<file path="config.mk">
export PLATFORM = sky130hd
export DESIGN_NAME = sfir_add_tree
export DESIGN_NICKNAME = d
export VERILOG_FILES = /design/src/sv/sfir_pkg.sv /design/src/sv/sfir_add_tree.sv
export SDC_FILE = /design/constraint.sdc
export NUM_CORES = 1
export LEC_CHECK = 0
export BUFFER_PORTS_ARGS = -buffer_cell sky130_fd_sc_hd__buf_4
export CORE_MARGIN = 10
export CORE_UTILIZATION = 45
export CTS_BUF_LIST = sky130_fd_sc_hd__clkbuf_2
export DETAILED_ROUTE_END_ITERATION = 8
export GPL_ROUTABILITY_DRIVEN = 0
export GPL_TIMING_DRIVEN = 0
export PLACE_DENSITY_LB_ADDON = 0.3
export SLEW_MARGIN = 5
export SYNTH_ARGS = -nofsm -noshare
export SYNTH_HDL_FRONTEND = slang
export SYNTH_SLANG_ARGS = --single-unit
</file>
<file path="constraint.sdc">
create_clock -name clk -period 3.6 [get_ports clk]
set_input_delay 0.36 -clock clk [delete_from_list [all_inputs] [get_ports clk]]
set_output_delay 0.36 -clock clk [all_outputs]
set_load 0.02 [all_outputs]
</file>
<file path="src/sv/sfir_pkg.sv">
// Package for the symmetric 16-tap FIR filter.
// Holds default sizes, coefficient register reset values and the tap cell control type.
// Depends on nothing; every other file of the filter imports it.
`default_nettype none

package sfir_pkg;

	localparam int TAPS_DEFAULT         = 16;
	localparam int SAMPLE_WIDTH_DEFAULT = 16;

	// Coefficient registers are Q1.15; each serves a tap and its mirror.
	localparam int COEFF_WIDTH     = 16;
	localparam int NUM_COEFF       = 8;
	localparam int COEFF_IDX_W     = $clog2(NUM_COEFF);
	localparam int CFG_INDEX_WIDTH = 4;

	// Rounding to nearest before the Q1.15 scale is removed.
	localparam int ROUND_SHIFT = 15;
	localparam int ROUND_BIAS  = 1 << (ROUND_SHIFT - 1);

	typedef logic signed [COEFF_WIDTH-1:0] coeff_t;

	// Reset values of the low-pass table, rounded to Q1.15.
	localparam coeff_t COEFF_RESET [NUM_COEFF] = '{
		16'sd75, 16'sd167, 16'sd426, 16'sd898,
		16'sd1547, 16'sd2254, 16'sd2864, 16'sd3218
	};

	// Control for every tap cell in the chain.
	typedef struct packed {
		logic shift; // an item is accepted: the delay taps move one place
		logic load;  // the product stage takes new values
	} cell_ctrl_t;

endpackage

`default_nettype wire

</file>
<file path="src/sv/sfir_add_tree.sv">
// Registered binary adder tree that sums the tap products, one tree level per stage.
// Depends on sfir_pkg for the coefficient width.
`default_nettype none

module sfir_add_tree
	import sfir_pkg::*;
#(
	parameter int TAPS         = TAPS_DEFAULT,
	parameter int SAMPLE_WIDTH = SAMPLE_WIDTH_DEFAULT,
	localparam int LEVELS      = $clog2(TAPS),
	localparam int PW          = SAMPLE_WIDTH + COEFF_WIDTH,
	localparam int AW          = PW + LEVELS
) (
	input  wire logic                    clk,
	input  wire logic [LEVELS-1:0]       go_lvl,
	input  wire logic signed [PW-1:0]    prod [TAPS],
	output logic signed [AW-1:0]         root
);

	localparam int NPOW = 1 << LEVELS;

	logic signed [AW-1:0] leaf   [NPOW];
	logic signed [AW-1:0] node_q [NPOW-1];

	// Leaves past the last tap count as zero.
	generate
		for (genvar k = 0; k < NPOW; k++) begin : g_leaf
			if (k < TAPS) begin : g_used
				assign leaf[k] = AW'(prod[k]);
			end else begin : g_pad
				assign leaf[k] = '0;
			end
		end
	endgenerate

	// Node i has children 2i+1 and 2i+2; nodes of one depth form one stage.
	generate
		for (genvar i = 0; i < NPOW - 1; i++) begin : g_node
			localparam int D = $clog2(i + 2) - 1;
			logic signed [AW-1:0] lhs;
			logic signed [AW-1:0] rhs;

			if (2 * i + 1 >= NPOW - 1) begin : g_from_leaf
				assign lhs = leaf[2 * i + 1 - (NPOW - 1)];
				assign rhs = leaf[2 * i + 2 - (NPOW - 1)];
			end else begin : g_from_node
				assign lhs = node_q[2 * i + 1];
				assign rhs = node_q[2 * i + 2];
			end

			always_ff @(posedge clk) begin
				if (go_lvl[D]) begin
					node_q[i] <= lhs + rhs;
				end
			end
		end
	endgenerate

	assign root = node_q[0];

endmodule

`default_nettype wire

</file>
==> metrics.md <==
| Metric | Value |
|---|---|
| Status | `finished with violations` |
| Failing checks | `negative setup slack` |
| Crit Path Category | `in -> reg` |
| Cts bufs inserted | `139` |
| Hold Path Stages | `4` |
| Initial antenna violation count | `20` |
| Die W | `between 300 and 400 microns` |
| Syn Std Cell Area | `40300 sq um` |
| P_leak | `25.0 nW` |
| DR pass1 iterations | `6` |
| Worst VDD drop | `0.000376 V` |
| CP Data Required Time | `4660 ps` |
| GRT Residual Overflow | `0` |
| Largest net degree at the start of global routing | `125` |
| Tightest Hold Check Type | `in -> reg` |
| Setup violations, final | `32` |
| Worst R2R End | `node_q[0][140]` |
| Initial Utilization | `45.5%` |
| EDFF count, synth | `a little over 500` |
| Num rows | `109` |
| Post-Synthesis Net Count | `5036` |
| Post-DRT Antenna Nets | `0` |
| Fin. Hold Viols | `0` |
| CTS tree | `built` |
| Hold_sp | `prod[4]` |
| CP max stage delay | `590 ps` |
| Worst clock skew | `149 ps` |
| Max reg flops | `516` |
| CTS Buffer Depth | `3` |
| Vias | `40731` |
| Core area | `88600 sq um` |
| IO Port Bufs | `552` |
| Biggest regs | `node_q x516` |
| Min Tclk post-route | `3740 ps` |
| Crit Reg-Reg Startpoint | `node_q[0][252]` |
| Crit-path slowest cell | `dlygate4sd3_1` |
| Avg Cell Area, Syn | `between 10 and 15 sq um` |
| Worst slew pin tran | `1010 ps` |
| Routed vias/inst | `5.82` |
| Most common cell after layout, fill and taps aside | `dlygate4sd3_1` |
| P&R area growth vs syn | `43.8%` |
| CP Buf/Inv Count | `4` |
| RSZ-0062 raised after global routing | `yes` |
| Final design utilization | `around two thirds` |
| Critical path's top delay family | `buffers and inverters` |
| Clock sinks | `516` |
| Synth async-reset ratio | `0%` |
| Register area share after synthesis | `approximately 38%` |
| #FFs+latches synth | `516` |
| Worst R2R Setup Slack | `130 ps` |
| Die Ht | `roughly 320 microns` |
| CP startpoint kind | `input port` |
| Reg2Reg Depth | `11` |
| Root buf cell | `clkbuf_2` |
| Top reg by flops | `node_q` |
| Layout cells sized above 1 | `15.4%` |
| CP arrival | `4800 ps` |
| Max Cap Violations | `0` |
| Worst setup margin | `-139 ps` |
| Worst-path clk slew | `110 ps` |
| Die ar. | `102000 sq um` |
| Mapped Cells | `4011` |
| Hold Slack | `170 ps` |
| YS warnings | `0` |
| Setup crit end kind | `flop` |
| Synth unique cells | `85` |
| Vias in the first global route | `41606` |
| DR iter-0 viols | `~3700` |
| # DRC | `0` |
| Crit-path cells | `dlygate4sd3_1 -> buf_4 -> dlygate4sd3_1 -> ha_1 -> a21o_1 -> a221o_1 -> or3_1 -> o21ai_2 -> o22a_1 -> nand2_1 -> a221oi_1 -> xnor2_1 -> dlygate4sd3_1` |
| Achievable frequency | `0.267 GHz` |
| Final nets | `6750` |
| Final HPWL DP | `between 80000 and 90000 microns` |
| Relative slew slack | `32.1%` |
| Final Max Slew Viols | `0` |
| Most frequent CP cell | `dlygate4sd3_1` |
| Power density cells | `577 nW/um^2` |
| Worst Hold End | `node_q[1][220]` |
| Crit Path Max Fanout | `5` |
| Prevailing post-synth register cell | `edfxtp_1` |
| H-tree levels | `4` |
| Clock latency at the later pin of the worst-skew pair | `1310 ps` |
| First-pass GRT wire length | `219000 microns` |
| Drt total wl | `142000 microns` |
| Total GRT Usage | `26.5%` |
| Routed len/inst | `roughly 20 microns` |
| Num ports | `553` |
| Layout fillers | `around 6300` |
| Period utilisation layout | `104%` |
| Most frequent cells in the layout | `dlygate4sd3_1, buf_4, edfxtp_1, ha_1, a21oi_1` |
==> final cells by class <==
type                    count  area, sq um  area share (%)
diodes                     21         52.6          0.0906
clock buffers             182          911            1.57
flip-flops and latches    516        15500            26.7
inverters                 103          387           0.667
well taps                1165         1460            2.51
plain buffers              80          307           0.529
repair buffers           1575        14400            24.9
clock inverters            52          324           0.559
multi-input cells        3310        24600            42.5
==> per-stage QoR <==
stage	setup TNS (ps)	cells	setup WS [ps]	instance area, sq um	power (mW)
after floorplan	0	4011	445	40300	22.2
after global placement	-888	5728	-297	45900	26.9
after detailed placement	-1060	5731	-335	46000	27.1
after CTS	0	6982	13.5	57400	32.9
after global routing	-633	7001	-112	58000	35.9
final	-1200	7004	-139	58000	33.4
==> routing by layer <==
layer	GRT usage (%)	part of all wire (%)	vias to the layer above	wire length, microns
met1	32.0	40	18835	56800
met3	5.77	7.5	735	10700
li1	-	-	18877	-
met4	14.0	5.8	0	8200
met2	43.7	47	2284	66400
met5	0	0	-	0
==> worst max path at each step <==
stage          startpoint              to  slack [ps]  cells past startpoint
2_1_floorplan    prod[64]  node_q[1][208]         450                     11
3_3_place_gp     prod[64]  node_q[1][215]        -300                     12
3_5_place_dp     prod[64]  node_q[1][215]        -340                     12
4_1_cts         prod[421]   node_q[1][21]          10                     13
5_1_grt         prod[422]   node_q[1][24]        -110                     14
6_report        prod[167]  node_q[1][174]        -140                     13
==> worst min-delay path, stage by stage <==
cell	delay, ps
buf_4	80
ha_1	170
xnor2_1	120
dlygate4sd3_1	540
==> synthesized netlist by cell type (13+ instances only) <==
library cell  instances  area, sq um
clkbuf_1             79          297
inv_1               103          387
nor2b_1              57          357
a221oi_1             16          140
or3_1                13         81.3
a21o_1              281         2110
nor2_1              260          976
o211ai_1             35          263
o21ai_1              73          365
nor3_1               57          285
ha_1                493         6170
and2_1               18          113
and3_1               39          244
o21bai_1             72          541
xnor2_1             287         2510
o21ai_0             151          756
nand3_1              95          475
nor4_1               14         87.6
a21oi_1             431         2160
edfxtp_1            516        15500
fa_1                 15          300
nand2_1             232          871
a31oi_1              58          363
and4_1               14          123
nand4_1              46          288
o31ai_1              26          195
a211oi_1             46          345
nand2b_1             54          338
xor2_1              138         1210
o21a_1               60          450
==> kinds of logic after synthesis <==
kind of cell    share of synthesized area, %
buf+inv                                 1.74
simple gates                            11.4
xor+xnor                                9.23
fa+ha+maj                               16.0
compound gates                          23.0
mux                                    0.127
flops                                   38.4
==> timing repair <==
item,in CTS,in global routing
setup endpoints to repair,1,116
hold endpoints to repair,662,0
setup buffers,0,12
resized for setup,1,98
pin swaps,0,29
hold buffers,1017,0
==> report_power, final <==
group	internal [mW]	switching (mW)
registers	9.50	1.01
clock network	1.62	2.51
logic	8.45	10.3
Power figures use the tool's default switching activity.
