### src/sv/sfir_pkg.sv
// Package for the symmetric 16-tap FIR filter.
// Holds default sizes, coefficient register reset values and the tap cell control type.
// Depends on nothing; every other file of the filter imports it.
`default_nettype none

package sfir_pkg;

	localparam int TAPS_DEFAULT         = 16;
	localparam int SAMPLE_WIDTH_DEFAULT = 16;

	// Coefficient registers are Q1.15; each serves a tap and its mirror.
	localparam int COEFF_WIDTH     = 16;
	localparam int NUM_COEFF       = 8;
	localparam int COEFF_IDX_W     = $clog2(NUM_COEFF);
	localparam int CFG_INDEX_WIDTH = 4;

	// Rounding to nearest before the Q1.15 scale is removed.
	localparam int ROUND_SHIFT = 15;
	localparam int ROUND_BIAS  = 1 << (ROUND_SHIFT - 1);

	typedef logic signed [COEFF_WIDTH-1:0] coeff_t;

	// Reset values of the low-pass table, rounded to Q1.15.
	localparam coeff_t COEFF_RESET [NUM_COEFF] = '{
		16'sd75, 16'sd167, 16'sd426, 16'sd898,
		16'sd1547, 16'sd2254, 16'sd2864, 16'sd3218
	};

	// Control for every tap cell in the chain.
	typedef struct packed {
		logic shift; // an item is accepted: the delay taps move one place
		logic load;  // the product stage takes new values
	} cell_ctrl_t;

endpackage

`default_nettype wire

### src/sv/sfir_tap_cell.sv
// One tap of the FIR chain: an optional delay register and a registered coefficient product.
// Depends on sfir_pkg for the coefficient type and the cell control struct.
`default_nettype none

module sfir_tap_cell
	import sfir_pkg::*;
#(
	parameter int SAMPLE_WIDTH = SAMPLE_WIDTH_DEFAULT,
	parameter bit HAS_DELAY    = 1'b1
) (
	input  wire logic                                     clk,
	input  wire logic                                     arst_n,
	input  wire cell_ctrl_t                               ctrl,
	input  wire coeff_t                                   coeff,
	input  wire logic signed [SAMPLE_WIDTH-1:0]           x_in,
	output logic signed [SAMPLE_WIDTH-1:0]                x_out,
	output logic signed [SAMPLE_WIDTH+COEFF_WIDTH-1:0]    prod_s1
);

	localparam int PW = SAMPLE_WIDTH + COEFF_WIDTH;

	logic signed [PW-1:0] prod;

	// Full-precision product of this tap's sample and its coefficient.
	assign prod = x_in * coeff;

	always_ff @(posedge clk) begin
		if (ctrl.load) begin
			prod_s1 <= prod;
		end
	end

	// The delay tap hands its sample to the next cell on every accepted item.
	generate
		if (HAS_DELAY) begin : g_delay
			logic signed [SAMPLE_WIDTH-1:0] x_q;

			always_ff @(posedge clk or negedge arst_n) begin
				if (!arst_n) begin
					x_q <= '0;
				end else if (ctrl.shift) begin
					x_q <= x_in;
				end
			end

			assign x_out = x_q;
		end else begin : g_no_delay
			assign x_out = '0;
		end
	endgenerate

endmodule

`default_nettype wire

### config.mk
export PLATFORM = sky130hd
export DESIGN_NAME = sfir_tap_cell
export DESIGN_NICKNAME = d
export VERILOG_FILES = /design/src/sv/sfir_pkg.sv /design/src/sv/sfir_tap_cell.sv
export SDC_FILE = /design/constraint.sdc
export NUM_CORES = 1
export LEC_CHECK = 0
export BUFFER_PORTS_ARGS = -buffer_cell sky130_fd_sc_hd__buf_2
export CORE_UTILIZATION = 60
export DETAILED_ROUTE_END_ITERATION = 10
export PLACE_DENSITY = 0.79
export SYNTH_ARGS = -nofsm -noshare
export SYNTH_HDL_FRONTEND = slang
export SYNTH_SLANG_ARGS = --single-unit
export TNS_END_PERCENT = 10
### constraint.sdc
create_clock -name clk -period 1.14 [get_ports clk]
set_input_delay 0.171 -clock clk [delete_from_list [all_inputs] [get_ports clk]]
set_output_delay 0.171 -clock clk [all_outputs]
set_load 0.02 [all_outputs]
==> qor.csv, run 1 <==
stage,metric,value,unit
synthesis,ys.flop_type,edfxtp_1,
clocking,clkLatencyLatePin,310,ps
floorplanning,coreArea,18300,um^2
grt,grt_use_total,32.4,%
placement,io_buffers,83,
floorplanning,row_count,49,
synthesis,synth-seq-cells,48,
critical_path,reg2reg_to,x_out[0],
finish,drive_above_1_share,26.8,%
synthesis,async_reset_ff_share,33.3,%
critical_path,start_kind,input port,
route,post-route-drc-count,0,
route,drtPass1Iterations,5,
synthesis,synth_area,11400,um^2
synthesis,syn_inst,1143,
synthesis,ys_seq_area_share,12.0,%
critical_path,cp.depth,22,
sta,post-route-period-util,478,%
finish,stdcell_count,1608,
critical_path,crit_chain,"buf_12, buf_6, nand2_4, inv_4, fa_2, buf_6, fa_2, fa_1, fa_1, fa_1, inv_1, fa_1, inv_2, ha_4, and3_4, nand2_1, o211a_1, o211ai_1, a31oi_2, o31ai_2, nor4b_2, a211o_1",
placement,hpwlAfterDp,23.5,mm
sta,fin_crit,5450,ps
sta,fmax,184,MHz
sta,slew_viol_final,0,
grt,gr-total-overflow,0,
route,ant_nets,0,
placement,dp_cells,1578,
grt,antenna_found_initial,1,
clocking,h-tree-depth,2,
synthesis,ys_top_cells_by_area,"fa_1 (46%), inv_1 (9.6%), ha_1 (9.0%)",
critical_path,worst_path_most_repeated_cell,fa_1,
finish,syn2layout_area_growth,23.8,%
grt,grt_max_degree,33,
floorplanning,die_area,19500,um^2
critical_path,reg2reg_depth,1,
sta,timing.final.ws_setup,-4310,ps
clocking,numCtsBuffers,5,
synthesis,synth_edf_count,32,
critical_path,worst-setup-path-type,in -> reg,
synthesis,synth_top_area_share,46.2,%
critical_path,worstSetupEndpoint,prod_s1[30],
grt,grt_pass1_vias,10200,
synthesis,syn_nets,1523,
critical_path,worstPathArrival,5510,ps
critical_path,rrSetupSlack,360,ps
finish,nets,1757,
clocking,cts_buffer_depth,2,
sta,finalClockSkew,0,ps
critical_path,end_kind,register,
flow_run,cap_violations,0,
sta,rsz0062_at_grt,yes,
clocking,tritoncts,done,
clocking,clkSinkCount,48,
critical_path,required,1210,ps
sta,timing_worst_slew_pin_value,407,ps
route,vias_per_cell,5.51,
critical_path,worstPathMaxFanout,5,
floorplanning,die_x,140,um
min_path,hp-class,in -> reg,
critical_path,cp.buffers_inverters,6,
sta,slew_headroom,72.9,%
floorplanning,die_h,140,um
grt,grt_pass1_wl,48.4,mm
route,wirelength,29.4,mm
critical_path,max_stage_delay,630,ps
critical_path,r2r_start,x_out[0],
synthesis,syn_area_per_cell,9.94,um^2
synthesis,synth-warning-count,0,
sta,setup_viol_count_final,30,
synthesis,yosysTopAreaCell,fa_1,
status,outcome,"complete, but fails checks",
synthesis,ys_types,45,
critical_path,crit_start,coeff[1],
route,num_vias,8861,
route,post_drt_wl_per_cell,18.3,um
sta,finalHoldViolations,0,
clocking,path_clk_slew,80,ps
floorplanning,pin_count,84,
critical_path,cpMaxStageDelayCell,fa_2,
placement,gp_congestion,0.878,
floorplanning,initial_core_util,62.2,%
critical_path,crit_family,adder cells,
status,failed_checks,negative setup slack,
clocking,cts-root-buf,clkbuf_16,
route,drt_iter0_drc,399,
synthesized netlist by cell type, drive strengths merged (2+ instances only):
cell / number
a2111oi: 2
a211o: 3
a211oi: 2
a21o: 11
a21oi: 27
a31oi: 2
and2: 122
and3: 3
clkbuf: 33
dfrtp: 16
edfxtp: 32
fa: 262
ha: 82
inv: 290
mux2: 16
nand2: 131
nand2b: 4
nand3: 4
nand4: 2
nor2: 25
nor2b: 3
nor3: 2
o21a: 3
o21ai: 16
o21bai: 5
o31ai: 2
xnor2: 28
xor2: 6
area by class of cell:
class,count,area (um^2)
multi-input cells,771,9210
fillers,1132,4210
repair buffers,261,1970
flip-flops and latches,48,1360
inverters,290,1090
well taps,229,287
clock buffers,5,125
clock inverters,3,17.5
diodes,1,2.50
sequential cells by signal, summed over array words and instances, names as in the netlist:
name	cells
prod_s1	32
x_out	16
repair_timing:
action	in CTS	in global routing
pin swaps	42	25
setup endpoints to repair	30	30
gates resized for setup	84	35
endpoints found under the hold margin	16	0
hold buffers	1	0
setup buffers	14	6
through the flow:
stage	TNS (ps)	utilization, %	area [um^2]	worst slack [ps]	hold WS [ps]
CTS	-100630	76.1	13900	-4280	167
detailed placement	-114270	72.6	13300	-4750	107
floorplan	-101620	-	11500	-4270	-125
global route	-105200	77.0	14100	-4430	176
global placement	-113190	72.6	13300	-4650	102
finish	-101610	77.0	14100	-4310	178
worst min path at each step:
stage / from / endpoint / cells after the start
final: x_in[9] / x_out[9] / 2
after global routing: x_in[8] / x_out[8] / 2
after CTS: x_in[8] / x_out[8] / 2
after detailed placement: arst_n / x_out[8] / 1
after global placement: arst_n / x_out[8] / 1
after floorplan: arst_n / x_out[0] / 0
placed cells by master (no fill, tap or decap), types with 22 or more instances in the layout:
cell type and n:
and2_1 116, buf_2 57, buf_4 174, edfxtp_1 32, fa_1 254, ha_1 63, inv_1 280, nand2_1 126
nor2_1 22, xnor2_1 26
cell families after synthesis:
group,after synthesis,share of synthesized area [%]
and+or+nand+nor,298,13.0
adders and majority gates,344,55.2
DFF,48,12.0
muxes,16,1.59
xor gates and xnor gates,34,2.62
buffers and inverters,324,10.7
AOI/OAI and AO/OA,79,4.89
routing by layer:
layer / wire (um) / vias up / track usage (%)
met4: 1670 / 0 / 17.9
met2: 15900 / 363 / 59.3
met3: 1440 / 155 / 4.92
met1: 10300 / 4499 / 36.1
li1: - / 3844 / -
met5: 0 / - / 0
Power of run 1 is not shown: default switching activity piles up to over one toggle a cycle in this logic, so the estimate is an artifact.
==> inputs of run 2 (changes only) <==
Settings changed: CORE_MARGIN set to 8.
Clock period 1.14 ns to 6.05 ns, I/O delays scaled along.
==> run 2 against run 1 <==
Compared with the run above:
- the run still ends with negative setup slack left
- routed wire length decreased by 5.1%
- core utilization decreased by 3.9 points
- first-iteration DRC count increased by 22%
- critical path depth decreased by 1
- worst hold slack improved by 300 ps
- critical endpoint unchanged
- non-clock buffer count decreased by 19
- largest cell class unchanged
- via count decreased by 4.0%
==> qor.csv, run 2 (synthesized netlist as in run 1, its figures left out) <==
stage,metric,value,unit,change
sta,fin_crit,6170,ps,
min_path,hp-class,in -> async,,was in -> reg
critical_path,end_kind,register,,unchanged
finish,stdcell_count,1593,,was 1608
finish,final_common_cell,inv_1,,unchanged
critical_path,start_kind,input port,,unchanged
placement,io_buffers,83,,unchanged
placement,gp_congestion,0.896,,was 0.878
clocking,cts_hold_buf,0,,was 1
critical_path,reg2reg_depth,1,,unchanged
floorplanning,die_area,23600,um^2,was 19500 um^2
sta,setup_viol_count_final,6,,was 30
sta,timing_worst_slew_pin_value,758,ps,was 407 ps
route,drt_iter0_drc,488,,was 399
route,ant_nets,0,,unchanged
critical_path,worstPathMaxFanout,9,,was 5
status,outcome,"complete, but fails checks",,unchanged
route,post_drt_wl_per_cell,17.5,um,was 18.3 um
critical_path,worstPathArrival,6240,ps,was 5510 ps
status,failed_checks,negative setup slack,,unchanged
route,vias_per_cell,5.34,,was 5.51
critical_path,r2r_start,x_out[1],,was x_out[0]
finish,syn2layout_area_growth,19.9,%,was 23.8%
placement,dp_cells,1580,,was 1578
critical_path,worst-setup-path-type,in -> reg,,unchanged
grt,antenna_found_initial,0,,was 1
clocking,cts-root-buf,clkbuf_16,,unchanged
sta,post-route-period-util,102,%,
finish,fin_util,73.1,%,was 77.0%
clocking,clkSinkCount,48,,unchanged
clocking,clkLatencyLatePin,320,ps,was 310 ps
grt,grt_max_degree,33,,unchanged
finish,nets,1738,,was 1757
critical_path,required,6120,ps,was 1210 ps
sta,finalClockSkew,0,ps,unchanged
clocking,path_clk_slew,80,ps,about the same
finish,drive_above_1_share,22.2,%,was 26.8%
sta,finalHoldViolations,0,,unchanged
floorplanning,pin_count,84,,unchanged
clocking,h-tree-depth,2,,unchanged
sta,slew_viol_final,0,,unchanged
floorplanning,coreArea,18600,um^2,was 18300 um^2
route,post-route-drc-count,0,,unchanged
placement,hpwlAfterDp,23.9,mm,was 23.5 mm
critical_path,reg2reg_to,x_out[1],,was x_out[0]
grt,grt_pass1_vias,9603,,was 10200
sta,fmax,162,MHz,
flow_run,cap_violations,0,,unchanged
critical_path,worstSetupEndpoint,prod_s1[30],,unchanged
clocking,tritoncts,done,,unchanged
floorplanning,row_count,50,,was 49
clocking,numCtsBuffers,5,,unchanged
route,wirelength,27.9,mm,was 29.4 mm
grt,grt_use_total,24.7,%,was 32.4%
route,drtPass1Iterations,6,,was 5
critical_path,rrSetupSlack,5280,ps,was 360 ps
finish,largest_reg_flops,32,,unchanged
sta,timing.final.ws_setup,-124,ps,was -4310 ps
clocking,cts_buffer_depth,2,,unchanged
floorplanning,die_h,154,um,was 140 um
finish,regMostFlops,prod_s1,,unchanged
critical_path,crit_start,coeff[2],,was coeff[1]
finish,fill_cells,1295,,was 1132
grt,gr-total-overflow,0,,unchanged
floorplanning,initial_core_util,60.9,%,was 62.2%
sta,slew_headroom,49.4,%,was 72.9%
finish,n_antenna_cell,0,,was 1
grt,grt_pass1_wl,46.5,mm,was 48.4 mm
finish,final_cell_mix,"inv_1 (288), fa_1 (260), buf_4 (158)",,"was inv_1 (280), fa_1 (254), buf_4 (174)"
sta,rsz0062_at_grt,yes,,unchanged
floorplanning,die_x,154,um,was 140 um
route,num_vias,8506,,was 8861
[run 2: cell count changes in the layout (fill, tap and decap cells not counted), moves of 8 or more]
cell,delta
buf_2,+10
buf_6,-13
ha_4,-10
inv_1,+8
buf_4,-16
ha_1,+12
[run 2: per-stage QoR]
stage | setup slack [ps] | hold WS, ps | instance area [um^2] | setup TNS, ps
after floorplan | -95.8 | 612 | 11500 | -310
after global placement | -435 | 485 | 13300 | -4160
after detailed placement | -573 | 493 | 13300 | -5540
after global routing | -351 | 519 | 13600 | -2480
final | -124 | 482 | 13600 | -472
after CTS | -152 | 492 | 13500 | -530
[run 2: critical path, cell delays in order]
cell	delay, ps
buf_4	150
buf_4	150
nand2_2	80
inv_1	60
fa_2	660
fa_2	510
fa_1	560
fa_1	450
fa_1	490
inv_1	50
fa_1	500
inv_2	60
ha_4	270
and3_4	190
nand2_1	50
o211a_1	210
o211ai_1	210
a31oi_2	100
o31ai_2	270
nor4b_2	90
a211o_1	230
[run 2: per-layer routing]
layer	GRT usage [%]	routed length (um)
met5	0	0
met4	11.0	1070
met3	4.15	1460
met2	45.7	15200
met1	27.4	10100
[run 2: worst min-delay path by stage]
stage / end / slack, ps / start
2_1_floorplan: x_out[0] / 610 / arst_n
3_3_place_gp: x_out[11] / 490 / x_out[11]
3_5_place_dp: x_out[0] / 490 / x_out[0]
4_1_cts: x_out[0] / 490 / arst_n
5_1_grt: x_out[12] / 520 / arst_n
6_report: x_out[4] / 480 / arst_n
[run 2: final cells by class]
type,instances,area [um^2],share of cell area (%)
multi-input combinational,771,8940,65.7
timing repair buffer,242,1740,12.8
inverter,290,1090,7.99
sequential,48,1360,9.99
clock buffer,5,125,0.918
clock inverter,3,68.8,0.505
tap,234,293,2.15
[run 2: timing repair]
action                                 in CTS  in global routing
pin swaps                                  13                 22
setup buffers                               4                  1
setup endpoints to repair                  10                 14
resized for setup                          20                 18
endpoints found under the hold margin       0                  0
Power of run 2 is left out for the same reason.
